[src/sv/slfd_pkg.sv]
package slfd_pkg;

   // Result kinds.
   localparam logic [1:0] KIND_PAYLOAD = 2'd0;
   localparam logic [1:0] KIND_GOOD    = 2'd1;
   localparam logic [1:0] KIND_CK_ERR  = 2'd2;
   localparam logic [1:0] KIND_LEN_ERR = 2'd3;

   // Register indexes.
   localparam logic [1:0] REG_SYNC_FIRST  = 2'd0;
   localparam logic [1:0] REG_SYNC_SECOND = 2'd1;
   localparam logic [1:0] REG_MIN_PAYLOAD = 2'd2;
   localparam logic [1:0] REG_MAX_PAYLOAD = 2'd3;

   localparam int          REPLAY_LEN  = 5;
   localparam logic [2:0]  REPLAY_LAST = 3'(REPLAY_LEN - 1);
   localparam logic [2:0]  LEN_SLOT    = 3'd4;
   localparam logic [8:0]  SEQ_BYTES   = 9'd4;

   typedef enum logic [6:0] {
      PH_HUNT0 = 7'b000_0001,
      PH_HUNT1 = 7'b000_0010,
      PH_SEQ   = 7'b000_0100,
      PH_LEN   = 7'b000_1000,
      PH_DATA  = 7'b001_0000,
      PH_CKLO  = 7'b010_0000,
      PH_CKHI  = 7'b100_0000
   } phase_type;

   typedef struct packed {
      logic [7:0] sync_first;
      logic [7:0] sync_second;
      logic [7:0] min_payload;
      logic [7:0] max_payload;
   } cfg_type;

   typedef struct packed {
      logic       step;
      logic       replay;
      logic [2:0] replay_idx;
      logic       emit;
      phase_type  phase;
   } cmd_type;

   typedef struct packed {
      logic is_sf;
      logic is_ss;
      logic seq_done;
      logic len_bad;
      logic len_zero;
      logic data_done;
   } status_type;

endpackage

[src/sv/slfd_if.sv]
interface slfd_req_if;
   logic       valid;
   logic       ready;
   logic [7:0] rx_byte;

   modport source (output valid, output rx_byte, input ready);
   modport sink   (input valid, input rx_byte, output ready);
endinterface

interface slfd_rsp_if;
   logic        valid;
   logic        ready;
   logic [1:0]  kind;
   logic [7:0]  payload_byte;
   logic [31:0] frame_sequence;
   logic [7:0]  frame_length;
   logic        last;

   modport source (output valid, output kind, output payload_byte, output frame_sequence,
                   output frame_length, output last, input ready);
   modport sink   (input valid, input kind, input payload_byte, input frame_sequence,
                   input frame_length, input last, output ready);
endinterface

[src/sv/slfd_csr.sv]
module slfd_csr (
   input  logic             clock,
   input  logic             reset,
   input  logic             psel,
   input  logic             penable,
   input  logic             pwrite,
   input  logic [3:0]       paddr,
   input  logic [31:0]      pwdata,
   output logic [31:0]      prdata,
   output logic             pready,
   output slfd_pkg::cfg_type cfg
);
   import slfd_pkg::*;

   cfg_type    cfg_ff, cfg_in;
   logic       wr_en;
   logic [1:0] reg_idx;
   logic [7:0] rd_byte;

   assign pready  = 1'b1;
   assign reg_idx = paddr[3:2];
   assign wr_en   = psel && penable && pwrite;

   always_comb begin
      cfg_in = cfg_ff;
      if (wr_en) begin
         unique case (reg_idx)
            REG_SYNC_FIRST:  cfg_in.sync_first  = pwdata[7:0];
            REG_SYNC_SECOND: cfg_in.sync_second = pwdata[7:0];
            REG_MIN_PAYLOAD: cfg_in.min_payload = pwdata[7:0];
            REG_MAX_PAYLOAD: cfg_in.max_payload = pwdata[7:0];
            default:         cfg_in = cfg_ff;
         endcase
      end
   end

   always_comb begin
      unique case (reg_idx)
         REG_SYNC_FIRST:  rd_byte = cfg_ff.sync_first;
         REG_SYNC_SECOND: rd_byte = cfg_ff.sync_second;
         REG_MIN_PAYLOAD: rd_byte = cfg_ff.min_payload;
         REG_MAX_PAYLOAD: rd_byte = cfg_ff.max_payload;
         default:         rd_byte = 8'd0;
      endcase
   end

   assign prdata = {24'd0, rd_byte};
   assign cfg    = cfg_ff;

   always_ff @(posedge clock) begin
      if (reset) begin
         cfg_ff <= '{sync_first: 8'd0, sync_second: 8'd0,
                     min_payload: 8'd0, max_payload: 8'd255};
      end else begin
         cfg_ff <= cfg_in;
      end
   end

endmodule

[src/sv/slfd_ctrl.sv]
module slfd_ctrl (
   input  logic                clock,
   input  logic                reset,
   input  logic                req_valid,
   output logic                req_ready,
   output logic                rsp_valid,
   input  logic                rsp_ready,
   input  slfd_pkg::status_type status,
   output slfd_pkg::cmd_type    cmd
);
   import slfd_pkg::*;

   phase_type  phase_ff, phase_in;
   logic       replay_ff, replay_in;
   logic [2:0] idx_ff, idx_in;
   logic       rsp_valid_ff, rsp_valid_in;
   logic       step;
   logic       emit;

   // No new item while replaying or while the single result register is full and not being drained.
   assign req_ready = !replay_ff && (!rsp_valid_ff || rsp_ready);
   assign step      = (req_valid && req_ready) || replay_ff;

   always_comb begin
      phase_in  = phase_ff;
      replay_in = replay_ff;
      idx_in    = idx_ff;
      emit      = 1'b0;
      if (step) begin
         unique case (phase_ff)
            PH_HUNT1: begin
               if (status.is_ss) begin
                  phase_in = PH_SEQ;
               end else if (!status.is_sf) begin
                  phase_in = PH_HUNT0;
               end
            end
            PH_SEQ: begin
               if (status.seq_done) begin
                  phase_in = PH_LEN;
               end
            end
            PH_LEN: begin
               if (status.len_bad) begin
                  phase_in  = PH_HUNT0;
                  emit      = 1'b1;
                  replay_in = 1'b1;
                  idx_in    = 3'd0;
               end else if (status.len_zero) begin
                  phase_in = PH_CKLO;
               end else begin
                  phase_in = PH_DATA;
               end
            end
            PH_DATA: begin
               emit = 1'b1;
               if (status.data_done) begin
                  phase_in = PH_CKLO;
               end
            end
            PH_CKLO: phase_in = PH_CKHI;
            PH_CKHI: begin
               emit     = 1'b1;
               phase_in = PH_HUNT0;
            end
            default: phase_in = status.is_sf ? PH_HUNT1 : PH_HUNT0;
         endcase
         // Advance the replay pointer; the replay itself never reaches LEN.
         if (replay_ff) begin
            idx_in = idx_ff + 3'd1;
            if (idx_ff == REPLAY_LAST) begin
               replay_in = 1'b0;
            end
         end
      end
   end

   always_comb begin
      rsp_valid_in = rsp_valid_ff;
      if (emit) begin
         rsp_valid_in = 1'b1;
      end else if (rsp_ready) begin
         rsp_valid_in = 1'b0;
      end
   end

   assign rsp_valid      = rsp_valid_ff;
   assign cmd.step       = step;
   assign cmd.replay     = replay_ff;
   assign cmd.replay_idx = idx_ff;
   assign cmd.emit       = emit;
   assign cmd.phase      = phase_ff;

   always_ff @(posedge clock) begin
      if (reset) begin
         phase_ff     <= PH_HUNT0;
         replay_ff    <= 1'b0;
         idx_ff       <= 3'd0;
         rsp_valid_ff <= 1'b0;
      end else begin
         phase_ff     <= phase_in;
         replay_ff    <= replay_in;
         idx_ff       <= idx_in;
         rsp_valid_ff <= rsp_valid_in;
      end
   end

endmodule

[src/sv/slfd_dp.sv]
module slfd_dp (
   input  logic                 clock,
   input  logic                 reset,
   input  slfd_pkg::cfg_type    cfg,
   input  slfd_pkg::cmd_type    cmd,
   input  logic [7:0]           rx_byte,
   output slfd_pkg::status_type status,
   output logic [1:0]           kind,
   output logic [7:0]           payload_byte,
   output logic [31:0]          frame_sequence,
   output logic [7:0]           frame_length,
   output logic                 last
);
   import slfd_pkg::*;

   logic [7:0]  bc_ff, bc_in;
   logic [31:0] seq_ff, seq_in;
   logic [7:0]  len_ff, len_in;
   logic [15:0] sum_ff, sum_in;
   logic [7:0]  cklo_ff, cklo_in;
   logic [7:0]  store_ff [REPLAY_LEN];

   logic [1:0]  kind_ff, kind_in;
   logic [7:0]  pay_ff, pay_in;
   logic [31:0] oseq_ff;
   logic [7:0]  olen_ff, olen_in;
   logic        last_ff, last_in;

   logic [7:0]  cur;
   logic [8:0]  bc_next;
   logic        ck_match;
   logic        store_we;
   logic [2:0]  store_idx;

   // During replay the byte comes from the store; writes into the store only
   // ever land below the entry being replayed, so no copy is needed.
   assign cur      = cmd.replay ? store_ff[cmd.replay_idx] : rx_byte;
   assign bc_next  = {1'b0, bc_ff} + 9'd1;
   assign ck_match = ({cur, cklo_ff} == sum_ff);

   assign status.is_sf     = (cur == cfg.sync_first);
   assign status.is_ss     = (cur == cfg.sync_second);
   assign status.seq_done  = (bc_next >= SEQ_BYTES);
   assign status.len_bad   = (cur < cfg.min_payload) || (cur > cfg.max_payload);
   assign status.len_zero  = (cur == 8'd0);
   assign status.data_done = (bc_next >= {1'b0, len_ff});

   always_comb begin
      bc_in     = bc_ff;
      seq_in    = seq_ff;
      len_in    = len_ff;
      sum_in    = sum_ff;
      cklo_in   = cklo_ff;
      store_we  = 1'b0;
      store_idx = {1'b0, bc_ff[1:0]};
      if (cmd.step) begin
         unique case (cmd.phase)
            PH_HUNT1: begin
               if (status.is_ss) begin
                  bc_in  = 8'd0;
                  seq_in = 32'd0;
                  sum_in = {8'd0, cfg.sync_first} + {8'd0, cfg.sync_second};
               end
            end
            PH_SEQ: begin
               store_we = 1'b1;
               seq_in   = seq_ff | ({24'd0, cur} << {bc_ff[1:0], 3'b000});
               sum_in   = sum_ff + {8'd0, cur};
               bc_in    = bc_next[7:0];
            end
            PH_LEN: begin
               store_we  = 1'b1;
               store_idx = LEN_SLOT;
               len_in    = cur;
               sum_in    = sum_ff + {8'd0, cur};
               if (!status.len_bad) begin
                  bc_in = 8'd0;
               end
            end
            PH_DATA: begin
               sum_in = sum_ff + {8'd0, cur};
               bc_in  = bc_next[7:0];
            end
            PH_CKLO: cklo_in = cur;
            default: ;
         endcase
      end
   end

   always_comb begin
      unique case (cmd.phase)
         PH_DATA: begin
            kind_in = KIND_PAYLOAD;
            pay_in  = cur;
            olen_in = len_ff;
            last_in = 1'b0;
         end
         PH_LEN: begin
            kind_in = KIND_LEN_ERR;
            pay_in  = 8'd0;
            olen_in = cur;
            last_in = 1'b1;
         end
         default: begin
            kind_in = ck_match ? KIND_GOOD : KIND_CK_ERR;
            pay_in  = 8'd0;
            olen_in = len_ff;
            last_in = 1'b1;
         end
      endcase
   end

   always_ff @(posedge clock) begin
      if (reset) begin
         bc_ff   <= 8'd0;
         seq_ff  <= 32'd0;
         len_ff  <= 8'd0;
         sum_ff  <= 16'd0;
         cklo_ff <= 8'd0;
      end else begin
         bc_ff   <= bc_in;
         seq_ff  <= seq_in;
         len_ff  <= len_in;
         sum_ff  <= sum_in;
         cklo_ff <= cklo_in;
      end
   end

   always_ff @(posedge clock) begin
      if (store_we) begin
         store_ff[store_idx] <= cur;
      end
   end

   always_ff @(posedge clock) begin
      if (cmd.emit) begin
         kind_ff <= kind_in;
         pay_ff  <= pay_in;
         oseq_ff <= seq_ff;
         olen_ff <= olen_in;
         last_ff <= last_in;
      end
   end

   assign kind           = kind_ff;
   assign payload_byte   = pay_ff;
   assign frame_sequence = oseq_ff;
   assign frame_length   = olen_ff;
   assign last           = last_ff;

endmodule

[src/sv/sync_length_frame_deframer_sum16_top.sv]
// Byte-stream deframer. Each input item is one received byte. The block hunts
// for the two configured sync bytes, collects a four-byte little-endian
// sequence number and a one-byte payload length, passes each payload byte on
// as a result item, and closes the frame with a 16-bit little-endian additive
// checksum over the sync, sequence, length and payload bytes, reporting frame
// good or checksum error together with the sequence and length. A length
// outside the configured minimum to maximum range is reported as a length
// error, and the five bytes that followed the sync pair are then fed back
// through the sync hunter from a small local store. One byte is taken per
// clock cycle when the input is not held off; after a length error the input
// stays stalled during that replay. Results sit in a single output register,
// so the input is also held off while a result waits to be taken. Registers
// sync_first, sync_second, min_payload and max_payload sit at byte addresses
// 0, 4, 8 and 12 of the APB-style port and must be written while idle.
module sync_length_frame_deframer_sum16_top (
   input  logic        clock,
   input  logic        reset,
   slfd_req_if.sink    req_if,
   slfd_rsp_if.source  rsp_if,
   input  logic        psel,
   input  logic        penable,
   input  logic        pwrite,
   input  logic [3:0]  paddr,
   input  logic [31:0] pwdata,
   output logic [31:0] prdata,
   output logic        pready
);
   import slfd_pkg::*;

   cfg_type    cfg;
   cmd_type    cmd;
   status_type status;

   // Configuration registers.
   slfd_csr u_csr (
      .clock   (clock),
      .reset   (reset),
      .psel    (psel),
      .penable (penable),
      .pwrite  (pwrite),
      .paddr   (paddr),
      .pwdata  (pwdata),
      .prdata  (prdata),
      .pready  (pready),
      .cfg     (cfg)
   );

   // The controller owns the frame phase, the replay sequencing and both
   // handshakes; it tells the datapath what each byte means.
   slfd_ctrl u_ctrl (
      .clock     (clock),
      .reset     (reset),
      .req_valid (req_if.valid),
      .req_ready (req_if.ready),
      .rsp_valid (rsp_if.valid),
      .rsp_ready (rsp_if.ready),
      .status    (status),
      .cmd       (cmd)
   );

   // The datapath keeps the counters, the sequence and checksum accumulators,
   // the replay store and the result register.
   slfd_dp u_dp (
      .clock          (clock),
      .reset          (reset),
      .cfg            (cfg),
      .cmd            (cmd),
      .rx_byte        (req_if.rx_byte),
      .status         (status),
      .kind           (rsp_if.kind),
      .payload_byte   (rsp_if.payload_byte),
      .frame_sequence (rsp_if.frame_sequence),
      .frame_length   (rsp_if.frame_length),
      .last           (rsp_if.last)
   );

endmodule

[src/flat_wrapper.sv]
// flat-port wrapper written by rule: the top's interface ports become plain ports
module sync_length_frame_deframer_sum16_top_flat import slfd_pkg::*;
  (clock, reset, psel, penable, pwrite, paddr, pwdata, prdata, pready, req_if_valid, req_if_rx_byte, req_if_ready, rsp_if_valid, rsp_if_kind, rsp_if_payload_byte, rsp_if_frame_sequence, rsp_if_frame_length, rsp_if_last, rsp_if_ready);
  slfd_req_if req_if_i ();
  slfd_rsp_if rsp_if_i ();
  input  logic clock;
  input  logic reset;
  input  logic psel;
  input  logic penable;
  input  logic pwrite;
  input  logic [3:0] paddr;
  input  logic [31:0] pwdata;
  output logic [31:0] prdata;
  output logic pready;
  input wire logic [$bits(req_if_i.valid)-1:0] req_if_valid;
  input wire logic [$bits(req_if_i.rx_byte)-1:0] req_if_rx_byte;
  output wire logic [$bits(req_if_i.ready)-1:0] req_if_ready;
  output wire logic [$bits(rsp_if_i.valid)-1:0] rsp_if_valid;
  output wire logic [$bits(rsp_if_i.kind)-1:0] rsp_if_kind;
  output wire logic [$bits(rsp_if_i.payload_byte)-1:0] rsp_if_payload_byte;
  output wire logic [$bits(rsp_if_i.frame_sequence)-1:0] rsp_if_frame_sequence;
  output wire logic [$bits(rsp_if_i.frame_length)-1:0] rsp_if_frame_length;
  output wire logic [$bits(rsp_if_i.last)-1:0] rsp_if_last;
  input wire logic [$bits(rsp_if_i.ready)-1:0] rsp_if_ready;
  assign req_if_i.valid = req_if_valid;
  assign req_if_i.rx_byte = req_if_rx_byte;
  assign req_if_ready = req_if_i.ready;
  assign rsp_if_valid = rsp_if_i.valid;
  assign rsp_if_kind = rsp_if_i.kind;
  assign rsp_if_payload_byte = rsp_if_i.payload_byte;
  assign rsp_if_frame_sequence = rsp_if_i.frame_sequence;
  assign rsp_if_frame_length = rsp_if_i.frame_length;
  assign rsp_if_last = rsp_if_i.last;
  assign rsp_if_i.ready = rsp_if_ready;
  sync_length_frame_deframer_sum16_top u_core (.clock(clock), .reset(reset), .req_if(req_if_i), .rsp_if(rsp_if_i), .psel(psel), .penable(penable), .pwrite(pwrite), .paddr(paddr), .pwdata(pwdata), .prdata(prdata), .pready(pready));
endmodule
[config.mk]
export PLATFORM = sky130hd
export DESIGN_NAME = sync_length_frame_deframer_sum16_top_flat
export DESIGN_NICKNAME = d
export VERILOG_FILES = /design/src/sv/slfd_pkg.sv /design/src/sv/slfd_if.sv /design/src/sv/slfd_csr.sv /design/src/sv/slfd_ctrl.sv /design/src/sv/slfd_dp.sv /design/src/sv/sync_length_frame_deframer_sum16_top.sv /design/src/flat_wrapper.sv
export SDC_FILE = /design/constraint.sdc
export NUM_CORES = 1
export LEC_CHECK = 0
export BUFFER_PORTS_ARGS = -buffer_cell sky130_fd_sc_hd__buf_2
export CAP_MARGIN = 0
export CORE_AREA = 5 5 185 142
export CTS_CLUSTER_SIZE = 12
export DETAILED_ROUTE_END_ITERATION = 6
export DIE_AREA = 0 0 190 147
export PLACE_DENSITY = 0.7
export SYNTH_ARGS = -nofsm -noshare
export SYNTH_HDL_FRONTEND = slang
export SYNTH_HIERARCHICAL = 1
export SYNTH_SLANG_ARGS = --single-unit
[constraint.sdc]
create_clock -name clock -period 5.25 [get_ports clock]
set_input_delay 0.7875 -clock clock [delete_from_list [all_inputs] [get_ports clock]]
set_output_delay 0.7875 -clock clock [all_outputs]
set_load 0.005 [all_outputs]
# [Yosys cells after proc, flatten, opt, wreduce, memory -nomap -nowiden]
# Memories as Yosys holds them, arrays and structs flattened. A register that Yosys moved wholly into a read port is not among the register bits.
# Cells that the tools add are included.
[classes] n_addsub=4 multipliers=0 n_div=0 order_cmp=4 eq_ne=18 n_shift=1 muxes=41 n_bitwise=1 reduce_logical=31
[ops] cell="case mux 32 bit (2 select lines)" n=1
[ops] cell="case mux 7 bit (6 select lines)" n=1
[ops] cell="two-way mux 32 bit" n=1
[ops] cell="two-way mux 8 bit" n=4
[ops] cell="OR 32 bit" n=1
[ops] cell="case mux 16 bit (2 select lines)" n=1
[ops] cell="case mux 8 bit (4 select lines)" n=1
[ops] cell="left shift 8 x 5 -> 32 bit" n=1
[ops] cell="two-way mux 7 bit" n=4
[ops] cell="case mux 8 bit (3 select lines)" n=1
[ops] cell="two-way mux 3 bit" n=7
[ops] cell="adder 16 x 8 -> 16 bit" n=1
[ops] cell="== test 16 bit" n=1
[ops] cell="== test 8 bit" n=2
[ops] cell="two-way mux 16 bit" n=1
[ops] cell="two-way mux 1 bit" n=13
[ops] cell="two-way mux 6 bit" n=2
[ops] cell="AND reduction 2 bit" n=5
[ops] cell="nonzero test 2 bit" n=5
[ops] cell="adder 8 x 1 -> 9 bit, second input constant" n=1
[ops] cell="adder 8 x 8 -> 9 bit" n=1
[ops] cell=">= comparator 9 x 3 -> 1 bit, second input constant" n=1
[ops] cell=">= comparator 9 x 8 -> 1 bit" n=1
[ops] cell="AND reduction 3 bit" n=3
[ops] cell="27 further kinds" n=40
[word_totals] regBits=167 latchBits=0 ram_bits=40 rom_bits=0 in_bits=51 output_inout_bits=86 word_cells=119 memories=1
[memory_table] memory="u_core.u_dp.store_ff" depth=5 width=8 rd=1 rd_clocked_by_memory_dff=1 write_ports=1 line_no="slfd_dp.sv:21" source="logic [7:0] store_ff [REPLAY_LEN];"

# [Depth between registers and ports, before layout]
# Gate-level depths: netlist (run 1).
[depth] word_depth=8 mapped_depth=19 ltp_nobuf=17

# [By module]
# Netlist (run 1), hierarchy kept.
[modules_own_cells] module="slfd_dp" instances=1 cells_per_inst=789 area_each_um2=8176.6 seq_area_each_um2=4174.0
[modules_own_cells] module="slfd_csr" instances=1 cells_per_inst=173 area_each_um2=1724.2 seq_area_each_um2=640.6
[modules_own_cells] module="slfd_ctrl" instances=1 cells_per_inst=95 area_each_um2=812.0 seq_area_each_um2=240.2

# [Worst setup path before layout (run 1)]
# OpenSTA, ideal clock, no wires.
[synth_timing] path_type="register -> register" startpoint="register, netlist name u_core/u_ctrl/idx_ff[0]" endpoint="register u_core.u_dp.olen_ff[0], in the netlist u_core/u_dp/frame_length[0] (enable)" setup_ns=0.368 t_arrival_ns=3.725 t_required_ns=4.882 path_slack_ns=1.157 stages_incl_launch_ff=19 path_buffers=4 period_less_slack_ns=4.093 path_cell_list="dfxtp_1 > buf_6 > buf_6 > mux2_4 > a222oi_1 > nand2_1 > o21ai_0 > clkbuf_1 > inv_1 > ha_1 > nand3_1 > o21bai_1 > a311oi_1 > a2bb2oi_1 > a21oi_1 > inv_1 > nand4_1 > a21oi_1 > buf_4"
[synth_rtl] item="to (signal assigned)" line_no="slfd_dp.sv:140" source="olen_ff <= olen_in;"
[synth_rtl] item="to (decl)" line_no="slfd_dp.sv:26" source="logic [7:0] olen_ff, olen_in;"

==> results.txt, run 1 <==
The logs give 6 for the number of warnings reported in the yosys synthesis log and 1057 for the number of standard cells after synthesis. The power density over cell area works out to 282 mW/mm^2. The number of enable flip-flop cells after synthesis was 91; the highest clock frequency the design can meet was 0.228 GHz. The worst setup path is captured at a flip-flop. For the final routed database, the setup TNS stands at 0 ns. After layout, the design draws a total of 3410 uW. Largest voltage drop on the vdd net: 0.218 mV. The main flop type after synthesis was dfxtp_1. The power share of the clock group came out at 0.459. The max-cap check violation count is 0, and the synthesized area per cell is 10.1 sq um. Setup slack after layout: 0.868 ns. Startpoint-to-endpoint class of the critical path: flip-flop to flip-flop. Synthesis instantiated 88 different standard cells from the library. The total internal power is 2660 uW, and the share of final-layout standard cells stronger than drive strength 1 is 0.159. The final layout contains routed wiring with a total length of 26.7 mm. The tools report the number of ports placed on the die boundary as 137. The tools report the master cell of the clock root buffer as clkbuf_16.

Leaving out filler cells and counting taps, the final layout contains 1490. The run gives 0.438 as the effective utilization at floorplan. The min-delay analysis places its worst path in the category flip-flop to flip-flop. The cell repeated most along the worst path was inv_1. After layout, the minimum clock period comes to 4.38 ns. The post-place setup slack was 1.00 ns. Setup repair after global routing left no endpoint under its margin.

For the worst setup path, the data required time is 5.44 ns. The final hold slack is 0.424 ns, and the number of stages on the worst setup path is 15. In this run, post-CTS hold repair placed 0 buffers. The first global-routing pass estimated 41.2 mm of wire. The analysis attributes to cell leakage a power of 0.00479 uW. The final layout contains 1231 nets. The number of global-route vias before repair was 7307. The endpoint identified for the worst register-to-register timing path is u_core/u_dp/frame_sequence[9]$_DFFE_PP_. The run gives 0.494 as the power share of the sequential group. Counting cells, the worst reg-to-reg path comes to 15. Among cell families on the critical path, the largest total delay comes from compound AO/OA/AOI/OAI gates.

The flow ran to the end, and the final reports show no timing, DRC or antenna violations. Share of total power in combinational logic: 0.048. The die covers 0.0279 sq mm. The floorplan has 50 rows. Async set-reset flop share out of synthesis: 0.

Buffers added to address setup during post-CTS repair amount to 0. The routed design uses 1.97 mm of met3 wire. Final HPWL from detailed placement: 18.7 mm. The termination of the worst setup path is u_core/u_dp/frame_sequence[9]$_DFFE_PP_. The tools report the launch instance of the worst min-delay path as u_core/u_dp/seq_ff[3]$_SDFFE_PP0P_. Traced cell by cell, the critical path runs through nor2_1, a222oi_1, nand2_1, o21ai_1, inv_1, ha_1, nand3_1, o21bai_1, a311oi_1, a2bb2oi_1, a21oi_1, inv_1, nand4_1, a21oi_4, buf_12.

For this run the aggregate overflow at the end of global routing stands at 0. In this run the standard cell core region covers 0.0245 sq mm. The first-pass iteration count of the detailed router is 5, and the via count is 8013.

The origin of the worst setup path is u_core/u_ctrl/idx_ff[2]$_SDFFE_PP0P_. The logs give 648 for the detailed router's first-iteration violation count and 0.936 for the final weighted congestion of routability-driven global placement. The initial antenna violation count was 1; the total routing resource utilization after global routing was 0.184. The cell area that synthesis handed to floorplanning was 0.0107 sq mm. During placement, the flow inserted port buffers numbering 85. After clock tree synthesis, the repair step resized 0 gates.

In the final routing, the length of wire on met1 measures 12.6 mm. The count of H-tree levels built during CTS is 1. The count of final setup violators is 0.

The power spent charging and discharging nets came out at 748 uW. The synthesized design contains 207 register bits. Compared with the post-synthesis result, the final layout area differs by 12.9%. CTS saw 207 sinks.

The logs give 23 for the number of buffers created by CTS and 4.58 ns for the critical path data arrival time. Of all nets on the critical path, the largest fanout is 51. The logs give 0.472 for the sequential fraction of the synthesis area and 3 for the maximum buffer depth of the clock tree.

For this run, design rule violations remaining after detail routing come to 0. After detailed placement, the design holds a cell count of 1448. Count of final hold-check violations: 0. Dividing the detail-routed via count by the number of cells gives 5.38. The highest layer touched by signal routing is met4. The slew at the pin closest to its max-slew limit was 0.904 ns; the largest net degree at the start of global routing was 74. The critical path contains buffers and inverters numbering 3 combined. TritonCTS built the clock tree. The number of diodes came out at 0. The switching portion of total power came out at 0.219. For the max-slew violation count, the log shows 0. The worst setup path is launched from a flip-flop.

The clock arrives with 0.0115 ns of skew. The startpoint identified for the worst register-to-register timing path is u_core/u_ctrl/idx_ff[2]$_SDFFE_PP0P_. The final cycle utilization of the critical path is 0.835, and the height of the die is 147 um. For the amount of wire on met2 after detailed routing, the log shows 11.6 mm. The routed wire length per instance came out at 17.9 um.

The worst max-slew margin expressed relative to the limit was 0.395. From left edge to right edge, the die measures 190 um. The count of nets left with antenna violations once routing finished came out at 0. For the worst-skew pair, the clock arrives at the later sink with an insertion delay of 0.53 ns. The maximum cell stage delay along the critical path came out at 0.80 ns. For this design, the slowest cell found on the critical path is dfxtp_1. The worst-case register-to-register setup slack is 0.87 ns, and the post-CTS clock slew at the launch and capture registers of the worst setup and hold paths is 0.06 ns.
[stage by stage]
stage / utilization / area (sq um)
after floorplan: - / 10800
after global placement: 0.464 / 11400
after detailed placement: 0.464 / 11400
after CTS: 0.494 / 12100
after global routing: 0.494 / 12100
final: 0.494 / 12100
[cell usage in the layout, fill, tap and decap left out, drive strengths merged, types with 5 or more instances in the layout]
cell and n:
a211oi 7, a21o 8, a21oi 41, a22oi 5, and2 7, buf 107, clkbuf 38, conb 25
dfxtp 116, edfxtp 91, ha 43, inv 53, mux2 7, mux2i 48, mux4 10, nand2 85
nand2b 36, nand3 16, nand3b 9, nand4 11, nor2 97, nor2b 22, nor3 18, nor4 8
o211ai 5, o21a 10, o21ai 83, or2 5, or3 12, xnor2 25, xor2 26
[power by group through the flow]
stage	clock network (uW)	logic, uW	registers, uW
2_1_floorplan	0	117	1710
3_3_place_gp	0	156	1720
3_5_place_dp	0	159	1720
4_1_cts	1600	160	1680
5_1_grt	1660	176	1680
6_report	1560	162	1680
[worst min-delay path by stage]
stage,slack (ns),to,cells past startpoint
finish,0.42,u_core/u_dp/frame_sequence[3]$_DFFE_PP_,0
global route,0.44,u_core/u_dp/frame_sequence[3]$_DFFE_PP_,0
CTS,0.43,u_core/u_dp/frame_sequence[3]$_DFFE_PP_,0
detailed placement,0.41,u_core/u_dp/frame_sequence[26]$_DFFE_PP_,0
global placement,0.41,u_core/u_dp/frame_sequence[7]$_DFFE_PP_,0
floorplan,0.41,u_core/u_dp/frame_sequence[0]$_DFFE_PP_,0
[synthesized netlist by cell type, types with 3 or more instances]
library cell  instances  area (sq um)
o211ai_1              4          30.0
nor2_1               96           360
nand2_1              85           319
nand3_1              16          80.1
o21ai_0              83           415
a21o_1                7          52.6
buf_4                31           233
xor2_1               26           228
o31a_1                4          35.0
o21bai_1              4          30.0
and3_1                4          25.0
edfxtp_1             91          2730
mux2i_1              48           480
or2_2                 5          31.3
and2_1                7          43.8
or3_1                11          68.8
o31ai_1               3          22.5
o21a_1               10          75.1
nor2b_1              21           131
nor4_1                7          43.8
inv_1                50           188
a21oi_1              41           205
nor3b_1               4          30.0
buf_2                 6          30.0
a31oi_1               3          18.8
clkbuf_1             31           116
a211o_1               3          26.3
dfxtp_1             116          2320
a31o_2                3          26.3
mux4_2               10           225
a22oi_1               5          37.5
nand2b_1             36           225
mux2_2                5          56.3
a21boi_0              3          22.5
xnor2_1              24           210
nor3_1               18          90.1
buf_6                 7          78.8
a211oi_1              6          45.0
nand3b_1              9          67.6
ha_1                 43           538
a311oi_1              4          35.0
nand4_1              10          62.6
[per-layer routing]
layer,vias up,track usage
li1,3868,-
met1,3845,0.274
met2,263,0.276
met3,37,0.0394
met4,0,0.0398
met5,-,0
[logic make-up (layout without fill, tap and decap cells)]
kind of cell | after synthesis | after routing | share of synthesized area
adder cells (fa/ha/maj) | 45 | 45 | 0.0540
AND/OR/NAND/NOR | 346 | 346 | 0.164
flip-flops | 207 | 207 | 0.472
buffers and inverters | 128 | 200 | 0.0626
AO/OA/AOI/OAI | 213 | 213 | 0.130
multiplexers | 65 | 65 | 0.0739
XOR/XNOR | 51 | 51 | 0.0424
other | 2 | 25 | 0.000701
[flip-flops by register name (all words and copies together) (netlist names), 16 cells and up]
signal,flops
u_core/u_dp/sum_ff,16
u_core/u_dp/frame_sequence,32
u_core/u_csr/cfg,32
u_core/u_dp/seq_ff,32
u_core/u_dp/store_ff,40
[final cells by class]
cell class / count / area, sq um
clock buffer: 38 / 672
clock inverter: 4 / 61.3
fill: 2241 / 12400
inverter: 51 / 194
multi-input combinational: 745 / 5080
sequential: 207 / 5050
tap: 338 / 423
timing repair buffer: 107 / 603
Note: power is estimated with default switching activity, not from simulation.
==> run 2: changes to the inputs <==
Settings changed: ABC_AREA set to 1, CORE_AREA 5 5 185 142 to 5 5 186 143, DIE_AREA 0 0 190 147 to 0 0 191 148.
Clock period 5.25 ns to 4.3 ns, I/O delays scaled along.
==> run 2 against run 1 <==
Register-to-register slack got worse by 0.27 ns; final area is 1.5% higher; hold slack got worse by 0.054 ns; combinational power rose by 100%; routed wire length grew 2.0%.
==> results.txt, run 2 <==
Setup repair after global routing left no endpoint under its margin. The post-route DRC violation count was 0 (unchanged). The count of antenna-violating nets left after detailed routing was 0 (unchanged). The largest net degree at the start of global routing is 52 (-30%), and the maximum cell stage delay along the critical path is 0.64 ns (-0.16 ns). The tools report the total grt overflow as 0 (unchanged).

TritonCTS built the clock tree. The final hold slack was 0.370 ns (-0.0543 ns); the power density over cell area was 350 mW/mm^2 (+24%). The flow ran to the end, and the final reports show no timing, DRC or antenna violations.

Clock net sink count: 207 (unchanged). The run gives 1531 (+24%) as the net count reported at finish. From synthesis to final layout, the design area changed by 12.4%. The final weighted congestion of routability-driven global placement is 0.909 (-2.9%). The synthesized area per cell is 8.07 sq um (-20%). For the count of different cell masters after synthesis, the log shows 50 (-43%). For the highest clock frequency the design can meet, the log shows 0.270 GHz (+18%). Yosys attributes the largest share of cell area to edfxtp_1 (25%), dfxtp_1 (21%), nand2_1 (10%). Traced cell by cell, the critical path runs through inv_1, nand3_1, nand2_1, nand2_4, inv_1, ha_1, nand2_1, nor2_1, nand3_1, o21ai_0, nand2_1, nand2_2, nand2_1, o21ai_1, inv_2, buf_12. The horizontal extent of the die was 191 um (+0.53%); the slew at the pin closest to its max-slew limit was 1.01 ns (+0.110 ns). For the critical path data arrival time, the log shows 3.94 ns (-0.64 ns). The max-slew violation count was 0 (unchanged); the core outline area was 0.0246 sq mm (+0.51%).

The height of the die was 148 um (+0.68%); the data required time of the critical path was 4.53 ns (-0.91 ns). After synthesis, the most frequently instantiated cells are nand2_1 (291), nor2_1 (169), inv_1 (135), nand3_1 (119), dfxtp_1 (116). The run gives 43.2 mm (+4.8%) as the wire length of the first global-routing pass.

The run gives 9127 (+14%) as the via count. Effective utilization at floorplan: 0.444 (+0.00607). The number of enable flip-flop cells after synthesis is 91 (unchanged), and the number of diodes is 0 (unchanged).

The final cycle utilization of the critical path is 0.862 (+0.0270), and the routed wire length per instance is 15.2 um (-15%). The top cell types in the final layout, fill and taps aside, are nand2_1 (291), nor2_1 (169), inv_1 (134). The floorplan row count is 50 (unchanged). The post-CTS clock slew at the launch and capture registers of the worst setup and hold paths is 0.06 ns (about the same), and the total die area is 0.0283 sq mm (+1.2%). The tools report the fill cell instance count of the final layout as 2297 (+2.5%).

edfxtp_1 takes more of the synthesized area than any other cell. Max-cap check violation count: 0 (unchanged). The run gives 0.52 ns (about the same) as the insertion delay to the later sink of the worst-skew pair. STA classifies the critical path startpoint as a flip-flop.

Area fraction of the dominant cell type after synthesis: 0.250 (-0.00477). The count of final hold-check violations is 0 (unchanged). The share of final-layout standard cells stronger than drive strength 1 was 0.143 (-0.0157); the number of buffer and inverter stages on the critical path was 4 (+1).

For the number of standard cells after synthesis, the log shows 1353 (+28%). The detailed router's first-iteration violation count was 674 (+4.0%). The leakage power total is 0.00522 uW (+8.9%), and the total standard cell area after synthesis is 0.0109 sq mm (+1.9%). The run gives 24 (+4.3%) as the number of buffers created by CTS. Leaving out fill and tap cells, the most frequent cell in the layout is nand2_1.

The async set-reset flop share out of synthesis is 0 (unchanged), and the maximum buffer depth of the clock tree is 3 (unchanged). Broken down by cell family, the worst path's largest delay share belongs to simple AND/OR/NAND/NOR gates. The critical path endpoint category was a flip-flop.

The number of gates resized after cts is 0 (unchanged). The sequential fraction of the synthesis area is 0.463 (-0.00882). The setup fix buffers added after clock tree synthesis is 0 (unchanged). The worst-path maximum fanout came out at 51 (unchanged). The run gives 0 (unchanged) as the count of final setup violators. The number of global-route vias before repair came out at 8224 (+13%). Among the stages of the critical path, the cell type that occurs most often is nand2_1. Worst clock skew: 0.0219 ns (+0.0104 ns).

The number of input and output port buffers inserted is 85 (unchanged). The slowest stage of the critical path belongs to the cell dfxtp_1. For this run, the leading register cell type out of synthesis is dfxtp_1. Number of warnings reported in the yosys synthesis log: 6 (unchanged).

The final total negative setup slack came out at 0 ns (unchanged). The first-pass iteration count of the detailed router came out at 5 (unchanged). u_core/u_dp/store_ff holds more flip-flops than any other register.

Shortest period the worst path allows: 3.71 ns (-0.677 ns). The cell with the most instances after synthesis is nand2_1. The detail-routed via count per cell was 5.10 (-5.2%). The count of H-tree levels built during CTS was 1 (unchanged).

The largest voltage drop on the vdd net came out at 0.309 mV (+42%). The path category of the worst min-delay check was input port to flip-flop. The logs give 0.323 (-0.0721) for the worst max-slew margin expressed relative to the limit and 0 (-1) for the initial antenna violation count.

Number of ports placed on the die boundary: 137 (unchanged). Final HPWL from detailed placement: 19.1 mm (+1.9%). The synthesized flop and latch total works out to 207 (unchanged). Total routing resource utilization after global routing: 0.188 (+0.00373). The tree is rooted in a clkbuf_16. The routed wire length is 27.3 mm (+2.0%). The flip-flop count of the largest register, all copies and words added is 40 (unchanged).

Number of hold buffers added after cts: 0 (unchanged). The critical path is of the flip-flop to flip-flop type.
-- run 2: metrics by stage --
stage | cells | setup WS [ns] | instance area (sq um) | power [uW] | util
floorplan | 1376 | 0.923 | 11000 | 2360 | -
global placement | 1747 | 0.809 | 11500 | 2450 | 0.469
detailed placement | 1747 | 0.734 | 11500 | 2450 | 0.469
CTS | 1791 | 0.691 | 12300 | 4330 | 0.499
global route | 1791 | 0.377 | 12300 | 4460 | 0.499
finish | 1791 | 0.594 | 12300 | 4300 | 0.499
-- run 2: final cells by class --
type	instances	area, sq um	share of cell area
flip-flops and latches	207	5050	0.412
multi-input cells	944	4890	0.399
clock buffers	39	697	0.0568
repair buffers	105	588	0.0479
inverters	153	577	0.0470
well taps	338	423	0.0345
clock inverters	5	38.8	0.00316
-- run 2: cell families after synthesis --
group,after synthesis,share of synthesized area
XOR/XNOR,34,0.0280
AO/OA/AOI/OAI,174,0.0850
other,2,0.000688
AND/OR/NAND/NOR,665,0.272
flip-flops,207,0.463
buffers and inverters,225,0.0974
adder cells (fa/ha/maj),45,0.0530
multiplexers,1,0.000917
-- run 2: final timing paths --
check | startpoint | end | slack (ns) | cells past startpoint
worst max-delay path | u_core/u_ctrl/idx_ff[2]$_SDFFE_PP0P_ | u_core/u_dp/frame_sequence[13]$_DFFE_PP_ | 0.59 | 16
worst min-delay path | pwdata[4] | u_core/u_csr/cfg[4]$_SDFFE_PP1P_ | 0.37 | 3
worst max register to register | u_core/u_ctrl/idx_ff[2]$_SDFFE_PP0P_ | u_core/u_dp/frame_sequence[13]$_DFFE_PP_ | 0.59 | 16
worst min register to register | u_core/u_dp/seq_ff[10]$_SDFFE_PP0P_ | u_core/u_dp/frame_sequence[10]$_DFFE_PP_ | 0.42 | 0
-- run 2: worst min-delay path: cells and delay by family --
| family | cells | cell delay (ns) |
|---|---|---|
| buffers and inverters | 1 | 0.09 |
| and+or+nand+nor | 2 | 0.12 |
-- run 2: routing by layer --
layer / global-route usage / part of all wire / up-vias
li1: - / - / 4547
met1: 0.276 / 0.46 / 4222
met2: 0.290 / 0.44 / 305
met3: 0.0293 / 0.084 / 53
met4: 0.0492 / 0.023 / 0
met5: 0 / 0 / -
-- run 2: power breakdown --
part	total [uW]	leakage, uW	internal [uW]	switching, uW
logic	332	0.00306	104	227
clock network	1880	0.000356	1110	772
registers	2090	0.00180	2070	22.3
total	4300	0.00522	3280	1020
==> run 3: changes to the inputs <==
Settings changed: ABC_AREA 1 to not set, CELL_PAD_IN_SITES_DETAIL_PLACEMENT set to 2, CELL_PAD_IN_SITES_GLOBAL_PLACEMENT set to 2, CORE_AREA 5 5 186 143 to 5 5 203 156, CTS_CLUSTER_SIZE 12 to 30, DIE_AREA 0 0 191 148 to 0 0 208 161, PLACE_DENSITY 0.7 to 0.85.
==> run 3 against run 2 <==
Sequential share of layout area fell by 0.40 points; largest cell class is now multi-input combinational cells; largest power group unchanged; via count down 0.37%; highest routed layer unchanged; maximum frequency is 13% lower; worst setup slack worse by 0.57 ns.
==> results.txt, run 3 (synthesis results as in run 1) <==
The number of global-route vias before repair was 10020 (+22%); the final cycle utilization of the critical path was 0.994 (+0.132). The insertion delay to the later sink of the worst-skew pair is 0.55 ns (+0.03 ns). The count of antenna-violating nets left after detailed routing was 0 (unchanged); the wire length of the first global-routing pass was 64.6 mm (+50%). The highest clock frequency the design can meet is 0.234 GHz (-13%), and the worst-path maximum fanout is 8 (-84%). The critical path endpoint category is a flip-flop. The setup slack after layout is 0.0262 ns (-0.568 ns), and the count of final hold-check violations is 0 (unchanged).

The total die area was 0.0335 sq mm (+18%); the via count was 9093 (-0.37%). The global routing usage on met1 came out at 0.303 (+0.0270). The cell repeated most along the worst path is buf_4. Flip-flop count of the largest register, all copies and words added: 40 (unchanged).

The post-route DRC violation count is 0 (unchanged). For the largest net degree at the start of global routing, the log shows 70 (+35%). The power density over cell area was 346 mW/mm^2 (-1.2%). The horizontal extent of the die was 208 um (+8.9%). The tools report the startpoint kind of the worst setup timing path as a flip-flop. For the count of H-tree levels built during CTS, the log shows 1 (unchanged). The run finished with clean final reports.

CTS placed an instance of clkbuf_16 at the clock tree root. The share of final-layout standard cells stronger than drive strength 1 works out to 0.185 (+0.0418). In the layout the commonest cells are dfxtp_1 (112), nor2_1 (95), edfxtp_1 (91). The final weighted congestion of routability-driven global placement was 0.902 (-0.74%); the detail-routed via count per cell was 5.78 (+13%). The signed area change from the synthesized netlist to the final layout was 15.8%. The count of final setup violators is 0 (unchanged), and the post-route total power is 4290 uW (-0.10%).

By startpoint and endpoint, the worst setup path is classified as flip-flop to flip-flop. TritonCTS built the clock tree. The number of buffers created by CTS came out at 24 (unchanged).

The run gives 0.248 mV (-20%) as the largest voltage drop on the vdd net. The slowest stage of the critical path belongs to the cell a222oi_1. The register cell area after layout was 0.00506 sq mm (+0.15%); the final HPWL from detailed placement was 27.2 mm (+43%). The routed wire length is 43.2 mm (+58%), and the total grt overflow is 0 (unchanged). The tools report the total routing resource utilization after global routing as 0.247 (+0.0597).

First-pass iteration count of the detailed router: 5 (unchanged). For the initial antenna violation count, the log shows 1 (+1). The net count reported at finish came out at 1251 (-18%). The post-CTS clock slew at the launch and capture registers of the worst setup and hold paths is 0.07 ns (about the same). For the floorplan row count, the log shows 55 (+10%). The tools report the max-slew violation count as 0 (unchanged).

The number of input and output port buffers inserted was 85 (unchanged). The met2 usage in global routing is 0.423 (+0.133), and the fill cell instance count of the final layout is 3106 (+35%). The logs give 0.362 (-0.0820) for the effective utilization at floorplan and 3 (unchanged) for the maximum buffer depth of the clock tree. The number of cells on the worst hold path was 3 (unchanged); the leakage power total was 0.00492 uW (-5.7%). The min-delay analysis places its worst path in the category input port to flip-flop. The combined area of the multi-input logic cells came out at 0.00511 sq mm (+4.6%).

The core outline area was 0.0296 sq mm (+20%). The slew at the pin closest to its max-slew limit was 0.984 ns (-0.0305 ns). Leaving out fill and tap cells, the most frequent cell in the layout is dfxtp_1. The number of ports placed on the die boundary came out at 137 (unchanged). Global-route layer with the greatest usage: met2. The maximum cell stage delay along the critical path was 0.49 ns (-0.15 ns). The logs give 748 (+11%) for the detailed router's first-iteration violation count and 207 (unchanged) for the clock net sink count. The worst max-slew margin expressed relative to the limit came out at 0.342 (+0.0187). The worst clock skew is 0.0324 ns (+0.0105 ns), and the max-cap check violation count is 0 (unchanged).

The register with the most flip-flops in the final layout is u_core/u_dp/store_ff. The height of the die is 161 um (+8.8%). The signal on the critical path passes through mux2_2, a222oi_1, nand2_1, o21ai_2, inv_1, buf_4, ha_1, nand4_1, a21oi_2, nand2_1, a21oi_1, buf_4, inv_1, nand4_1, buf_4, nor2_4, or2_2, o31ai_2.

The met3 capacity usage during global routing was 0.0503 (+0.0210); the data required time of the critical path was 4.71 ns (+0.18 ns). The run gives 4.68 ns (+0.74 ns) as the critical path data arrival time. The run gives 0.417 ns (+0.0468 ns) as the final hold slack. The tools report the post-place setup slack as -0.0554 ns (-0.790 ns). The routed wire length per instance came out at 27.4 um (+80%).

The depth of the worst register-to-register path works out to 18 (+2). The shortest period the worst path allows is 4.27 ns (+0.568 ns).
## run 3: cell count changes in the layout (fill, tap and decap cells not counted), moves of 24 or more
cell,before,now
a21oi_1,98,39
nand2b_1,0,36
o21ai_0,53,77
nor2_1,169,95
mux2i_1,1,48
nand3_1,119,16
nand2_1,291,85
inv_1,134,49
## run 3: cell type report
cell class                      count  area share
Timing Repair Buffer              126      0.0637
Multi-Input combinational cell    745       0.412
Inverter                           51      0.0156
Tap cell                          399      0.0402
Clock buffer                       32      0.0524
Sequential cell                   207       0.408
Clock inverter                     12     0.00746
Antenna cell                        2    0.000403
## run 3: per-layer routing
| layer | vias up | wire length [um] |
|---|---|---|
| li1 | 3910 | - |
| met1 | 4594 | 17400 |
| met2 | 450 | 20500 |
| met3 | 139 | 3160 |
| met4 | 0 | 2170 |
| met5 | - | 0 |
## run 3: timing repair
action                                  4_1_cts  5_1_grt
endpoints found under the setup margin       59       59
gates cloned                                  1        0
hold buffers                                  0        0
pin swaps                                     2        2
endpoints found under the hold margin         0        0
gates resized for setup                       8        6
setup buffers                                 2        1
## run 3: where the power goes
group,internal [uW],leakage (uW),switching (uW)
combinational,78.6,0.00278,163
clock,1120,0.000370,874
sequential,2040,0.00177,9.22
total,3250,0.00492,1050
## run 3: critical path, delay by kind of cell, from the launching register on
family                     cells  cell delay, ns
AOI/OAI and AO/OA              5            1.30
DFF                            1            0.41
and+or+nand+nor                6            1.03
buffers and inverters          5            0.71
adders and majority gates      1            0.31
muxes                          1            0.37
## run 3: metrics by stage
stage	cell area, sq um	setup TNS (ns)	cells	utilization
after detailed placement	11600	-2.67	1524	0.391
final	12400	0	1574	0.419
after global placement	11600	0	1524	0.391
after CTS	12400	-0.000630	1571	0.418
after floorplan	10800	0	1080	-
after global routing	12400	-0.154	1572	0.419
## run 3: path summary, 6_finish.rpt
path,to,slack [ns],startpoint
setup / recovery,u_core/u_ctrl/idx_ff[1]$_SDFFE_PP0P_,0.03,u_core/u_ctrl/idx_ff[0]$_SDFFE_PP0P_
hold / removal,u_core/u_csr/cfg[1]$_SDFFE_PP1P_,0.42,pwdata[1]
setup reg to reg,u_core/u_ctrl/idx_ff[1]$_SDFFE_PP0P_,0.03,u_core/u_ctrl/idx_ff[0]$_SDFFE_PP0P_
hold reg to reg,u_core/u_dp/frame_sequence[10]$_DFFE_PP_,0.43,u_core/u_dp/seq_ff[10]$_SDFFE_PP0P_
